**config.mk**
```make
export PLATFORM = sky130hd
export DESIGN_NAME = lsf_queue
export DESIGN_NICKNAME = d
export VERILOG_FILES = /design/src/sv/lsf_pkg.sv /design/src/sv/lsf_queue.sv
export SDC_FILE = /design/constraint.sdc
export NUM_CORES = 1
export LEC_CHECK = 0
export BUFFER_PORTS_ARGS = -buffer_cell sky130_fd_sc_hd__clkbuf_2
export CAP_MARGIN = 20
export CORE_UTILIZATION = 45
export CTS_CLUSTER_DIAMETER = 40
export CTS_CLUSTER_SIZE = 12
export DETAILED_ROUTE_END_ITERATION = 8
export HOLD_SLACK_MARGIN = 0.05
export SLEW_MARGIN = 20
export SYNTH_ARGS = -nofsm -noshare
export SYNTH_HDL_FRONTEND = slang
export SYNTH_SLANG_ARGS = --single-unit
```
**constraint.sdc**
```tcl
create_clock -name clk -period 3.1 [get_ports clk]
set_input_delay 0.155 -clock clk [delete_from_list [all_inputs] [get_ports clk]]
set_output_delay 0.155 -clock clk [all_outputs]
set_load 0.03 [all_outputs]
```
**src/sv/lsf_pkg.sv**
```systemverilog
// Shared types and constants for the scan-line edge/plane feature selector.
package lsf_pkg;

  localparam int COORD_W   = 17;
  localparam int IDX_W     = 11;
  localparam int LBL_W     = 3;
  localparam int CURV_W    = 42;
  localparam int CNT_W     = 6;
  localparam int CFG_IDX_W = 3;
  localparam int Q_DEPTH   = 4;

  localparam logic [LBL_W-1:0] LBL_LESS_FLAT  = 3'd0;
  localparam logic [LBL_W-1:0] LBL_FLAT       = 3'd1;
  localparam logic [LBL_W-1:0] LBL_LESS_SHARP = 3'd2;
  localparam logic [LBL_W-1:0] LBL_SHARP      = 3'd3;
  localparam logic [LBL_W-1:0] LBL_NONE       = 3'd4;

  localparam logic [CFG_IDX_W-1:0] CFG_CURV_THR   = 3'd0;
  localparam logic [CFG_IDX_W-1:0] CFG_GAP_THR    = 3'd1;
  localparam logic [CFG_IDX_W-1:0] CFG_SHARP      = 3'd2;
  localparam logic [CFG_IDX_W-1:0] CFG_LESS_SHARP = 3'd3;
  localparam logic [CFG_IDX_W-1:0] CFG_FLAT       = 3'd4;

  localparam logic [CURV_W-1:0] CURV_MAX       = {CURV_W{1'b1}};
  localparam logic [CURV_W-1:0] RST_CURV_THR   = 42'd6554;
  localparam logic [CURV_W-1:0] RST_GAP_THR    = 42'd3277;
  localparam logic [CNT_W-1:0]  RST_SHARP      = 6'd2;
  localparam logic [CNT_W-1:0]  RST_LESS_SHARP = 6'd20;
  localparam logic [CNT_W-1:0]  RST_FLAT       = 6'd4;

  typedef enum logic {
    CMD_LOAD = 1'b0,
    CMD_READ = 1'b1
  } cmd_t;

  typedef struct packed {
    logic signed [COORD_W-1:0] x;
    logic signed [COORD_W-1:0] y;
    logic signed [COORD_W-1:0] z;
  } point_t;

  typedef struct packed {
    cmd_t             cmd;
    logic             last;
    point_t           pt;
    logic [IDX_W-1:0] ri;
  } item_t;

  typedef struct packed {
    logic [CURV_W-1:0] curv_thr;
    logic [CURV_W-1:0] gap_thr;
    logic [CNT_W-1:0]  sharp;
    logic [CNT_W-1:0]  less_sharp;
    logic [CNT_W-1:0]  flat;
  } cfg_t;

endpackage

```
**src/sv/lsf_queue.sv**
```systemverilog
// Short request queue between the front end and the engine.
module lsf_queue (
  input  logic           clk,
  input  logic           rst,
  input  logic           push,
  input  lsf_pkg::item_t push_item,
  input  logic           pop,
  output lsf_pkg::item_t head,
  output logic           full,
  output logic           empty
);
  import lsf_pkg::*;

  localparam int PW = $clog2(Q_DEPTH);

  item_t             slots [Q_DEPTH];
  logic [PW-1:0]     wp;
  logic [PW-1:0]     rp;
  logic [PW:0]       count;

  assign full  = count == (PW+1)'(Q_DEPTH);
  assign empty = count == '0;
  assign head  = slots[rp];

  always_ff @(posedge clk) begin
    if (push) slots[wp] <= push_item;
  end

  always_ff @(posedge clk) begin
    if (rst) begin
      wp    <= '0;
      rp    <= '0;
      count <= '0;
    end else begin
      if (push) wp <= wp + 1'b1;
      if (pop)  rp <= rp + 1'b1;
      if (push && !pop)      count <= count + 1'b1;
      else if (!push && pop) count <= count - 1'b1;
    end
  end

endmodule

```
* Yosys cells after proc, flatten, opt, wreduce, memory -nomap -nowiden
Memories as Yosys holds them, arrays and structs flattened. A register that Yosys moved wholly into a read port is not among the register bits.
Index checks and enable logic that the tools add are counted.
W data, S select, Z words.
** Word-level totals
- Register bits after elaboration :: 7
- Bits in writable memories :: 256
- Bits of input ports :: 68
- Output and inout port bits :: 66
- Logic and storage cells :: 21
- Memories kept :: 1
** Memory list
- slots :: depth 4, bits a word 64, rd ports 1, clocked after memory_dff 1, wr ports 1, line lsf_queue.sv:16 : item_t slots [Q_DEPTH];
** Operators by class
- Add/subtract/negate cells :: 4
- Equal/unequal tests :: 1
- Mux-type cells :: 6
- Reduce and logical (&&, ||, !) cells :: 6
** Operators by type and width (count)
- $mux W3 :: 2
- $add A2 B1 Y2 const B :: 2
- $mux W2 :: 2
- $add A3 B1 Y3 const B :: 1
- $eq A3 B3 Y1 const B :: 1
- $logic_not A3 Y1 :: 1
- $sub A3 B1 Y3 const B :: 1
- $logic_and A1 B1 Y1 :: 2
- $logic_not A1 Y1 :: 2
- $mux W1 :: 2
- $reduce_bool A2 Y1 :: 1

* Depth between registers and ports, before layout
- Depth in word-level cells :: 4
- Mapped depth :: 7
- Mapped depth without buffers :: 7

* Least setup slack after synthesis
No wires, ideal clock.
- Path kind :: register to register
- From :: register wp[0]
- To :: memory slots[0][0] in the netlist's numbering, enable pin
- Setup time :: 0.429 ns
- Arrival :: 2.048 ns
- Required time :: 2.671 ns
- Slack :: 0.624 ns
- Cell stages (with the launch flop) :: 4
- Buffers on the path :: 0
- Clock period less this slack :: 2.476 ns
- Cells stage by stage :: dfxtp_1 > inv_1 > ha_1 > and2_1
** RTL lines
- start: declaration :: line lsf_queue.sv:17 : logic [PW-1:0] wp;
- start signal: assignment :: line lsf_queue.sv:35 : if (push) wp <= wp + 1'b1;
- end: declaration :: line lsf_queue.sv:16
No word-level cell before the write port.

==> results.py <==
metrics = {
    "detailed_routing": {
        "drt_pass1_iterations": 4,
        "totalWireLength_mm": 17.6,
        "drc_errors": 0,
        "post_drt_wl_per_cell_um": 19.4,
        "dr_total_vias": 4614,
        "avgViaCountPerCell": 5.08,
        "ant_nets": 0,
        "drt_iter0_markers": 197,
    },
    "placement": {
        "dp_hpwl_mm": 10.6,
        "placed_area_um2": 10700,
        "pre_cts_ws_ns": 1.10,
        "io_buffers": 133,
        "gp_congestion": 0.662,
    },
    "critical_path": {
        "cp.arrival_ns": 2.28,
        "timing.rr.start": "wp[0]",
        "crit_family": "buffers and inverters",
        "critPathRequiredTime_ns": 2.94,
        "crit_type": "reg2out",
        "rrSetupSlack_ns": 1.32,
        "cpPeakStageDelay_ns": 0.59,
        "crit_path_end_kind": "primary output",
        "cp_slowest_cell": "dfxtp_4",
        "crit_chain": "buf_4 > mux4_2 > clkbuf_2",
        "ff2ff_path_depth": 3,
        "rr_endpoint": "slots[3][2]",
        "path_buf_inv": 2,
        "path_max_fanout": 17,
        "critPathLaunchType": "flip-flop",
    },
    "timing": {
        "setup_violations": 0,
        "maxSlewViolCount": 0,
        "timing.setup.tns_ns": 0,
        "hold_slack_ns": 0.0957,
        "worst_slack_ns": 0.667,
        "fmax_mhz": 411,
        "max_slew_margin_pct": 51.5,
        "min_period_ns": 2.43,
        "clock_skew_ns": 0.00806,
        "post-route-period-util_pct": 78.5,
        "worstMarginPinSlew_ns": 0.728,
        "grt_setup_unrepaired": "false",
        "hold_viol": 0,
    },
    "logic_synthesis": {
        "ys_ff_latch": 265,
        "synth_seq_area_share_pct": 80.8,
        "yosys.area.top_type_share_pct": 78.9,
        "syn_nets": 452,
        "yosys_warnings": 0,
        "synthTopCellsByArea": "edfxtp_1 (79%), mux4_2 (14%), dfxtp_1 (1.8%), buf_12 (1.2%), mux4_1 (1.1%)",
        "synthCells": 378,
        "syn_area_per_cell_um2": 25.8,
        "synth_cell_type_count": 23,
        "synthesis.area_um2": 9740,
        "synth_largest_area_cell": "edfxtp_1",
    },
    "floorplanning": {
        "die_h_um": 149,
        "rows": 53,
        "start_util_pct": 46.2,
        "io_pins": 134,
        "dieArea_um2": 22200,
        "core_area_um2": 21100,
        "die_x_um": 149,
    },
    "global_routing": {
        "gr-usage-all-layers_pct": 16.7,
        "grt_pass1_vias": 5087,
        "grt_max_degree": 43,
        "overflow": 0,
        "grt_pass1_wl_mm": 27.7,
        "grt_antenna_before_repair": 0,
    },
    "finish": {
        "nNetsFinal": 684,
        "antennaDiodeCount": 0,
        "nFillCells": 1565,
        "drive_gt1_share_pct": 40.5,
        "area_growth_pct": 28.3,
        "finish.instance_area_um2": 12500,
    },
    "clock_network": {
        "clk_latency_ns": 0.48,
        "postCtsSetupBuffers": 0,
        "clkTransAtPathRegs_ns": 0.05,
        "clockBufferDepth": 3,
        "cts-root-buf": "clkbuf_16",
        "htreeDepth": 2,
        "cts_inserted_buffers": 34,
        "postCtsResizedCells": 0,
        "cts_tree": "done",
        "cts.sinks": 265,
    },
    "pwr": {
        "p_per_area_nw_per_um2": 713,
        "max-vdd-ir-drop_v": 0.000478,
        "p_leak_nw": 4.35,
    },
    "hold_path": {
        "hold_depth": 3,
        "hp-start": "push",
        "hold_end": "wp[1]",
        "hold_path_class": "in2reg",
    },
    "run_status": {
        "outcome": "finished, final reports clean",
    },
    "job": {
        "maxCapViolCount": 0,
    },
}
## logic make-up after synthesis
family / share of synthesized area (%)
compound gates: 0.103
xor+xnor: 0.450
mux: 15.2
simple gates: 0.758
buf+inv: 1.90
fa+ha+maj: 0.848
flops: 80.8
## tightest hold or removal path, delay by kind of cell
kind,cells,cell delay [ns]
buffers and inverters,1,0.18
muxes,1,0.11
and+or+nand+nor,1,0.09
## cell usage in the layout (no fill, tap or decap), types with 5 or more instances in the layout
master         Yosys  routed
edfxtp_1         256     256
clkbuf_2           1     133
dlygate4sd3_1      0      67
mux4_2            60      60
clkbuf_16          0      37
clkinv_1           0       8
nor2_1             7       7
dfxtp_1            9       7
buf_4              0       7
ha_1               5       5
clkbuf_1           1       5
## through the flow
stage	utilization, %	power (mW)	cells
finish	59.2	8.90	909
global route	59.2	9.21	909
CTS	59.2	9.01	909
detailed placement	50.9	5.22	782
global placement	50.9	5.19	782
floorplan	-	4.92	378
## worst max path at each step
stage | to | slack [ns] | from | cells after the start
after floorplan | slots[0][0] | 0.62 | wp[0] | 3
after global placement | head[55] | 1.10 | flip-flop | 3
after detailed placement | head[62] | 1.10 | flip-flop | 3
after CTS | head[62] | 0.57 | flip-flop | 3
after global routing | head[62] | 0.50 | flip-flop | 3
final | head[62] | 0.67 | flip-flop | 3
## where the power goes
| part | internal (mW) | switching, mW | total (mW) |
|---|---|---|---|
| clock network | 2.33 | 1.38 | 3.71 |
| logic | 0.405 | 0.600 | 1.01 |
| registers | 4.11 | 0.0741 | 4.19 |
| total | 6.85 | 2.06 | 8.90 |
## area by class of cell
class | instances | area, um^2 | share of cell area (%)
flip-flops and latches | 265 | 7880 | 63.0
multi-input cells | 94 | 1700 | 13.6
repair buffers | 211 | 1470 | 11.8
clock buffers | 42 | 945 | 7.56
well taps | 275 | 344 | 2.75
clock inverters | 18 | 149 | 1.19
inverters | 4 | 15.0 | 0.120
## metal layers
metal / part of all wire (%) / vias to the layer above / track usage (%)
li1: - / 2090 / -
met1: 42 / 2376 / 21.3
met2: 51 / 118 / 28.4
met3: 5.1 / 30 / 3.88
met4: 2.1 / 0 / 5.56
met5: 0 / - / 0
## registers in the layout (all words and copies together), names as in the netlist, named ones only
register,count
slots,256
count,3
wp,2
rp,2
## cell usage after synthesis
cell,instances
inv_1,4
nand2_1,1
dfxtp_1,9
nor2_1,7
and2_1,4
fa_1,1
clkbuf_2,1
buf_6,1
mux2i_1,2
or3_1,1
o21ai_0,1
a21oi_1,1
buf_2,6
mux4_1,4
nor3_1,1
ha_1,5
edfxtp_1,256
clkbuf_1,1
xor2_1,3
mux4_2,60
xnor2_1,2
nor3b_1,1
buf_12,6
## timing repair
action / 4_1_cts / 5_1_grt
hold endpoints to repair: 265 / 0
hold buffers: 67 / 0
setup endpoints to repair: 0 / 0
(Power assumes the default switching activity.)
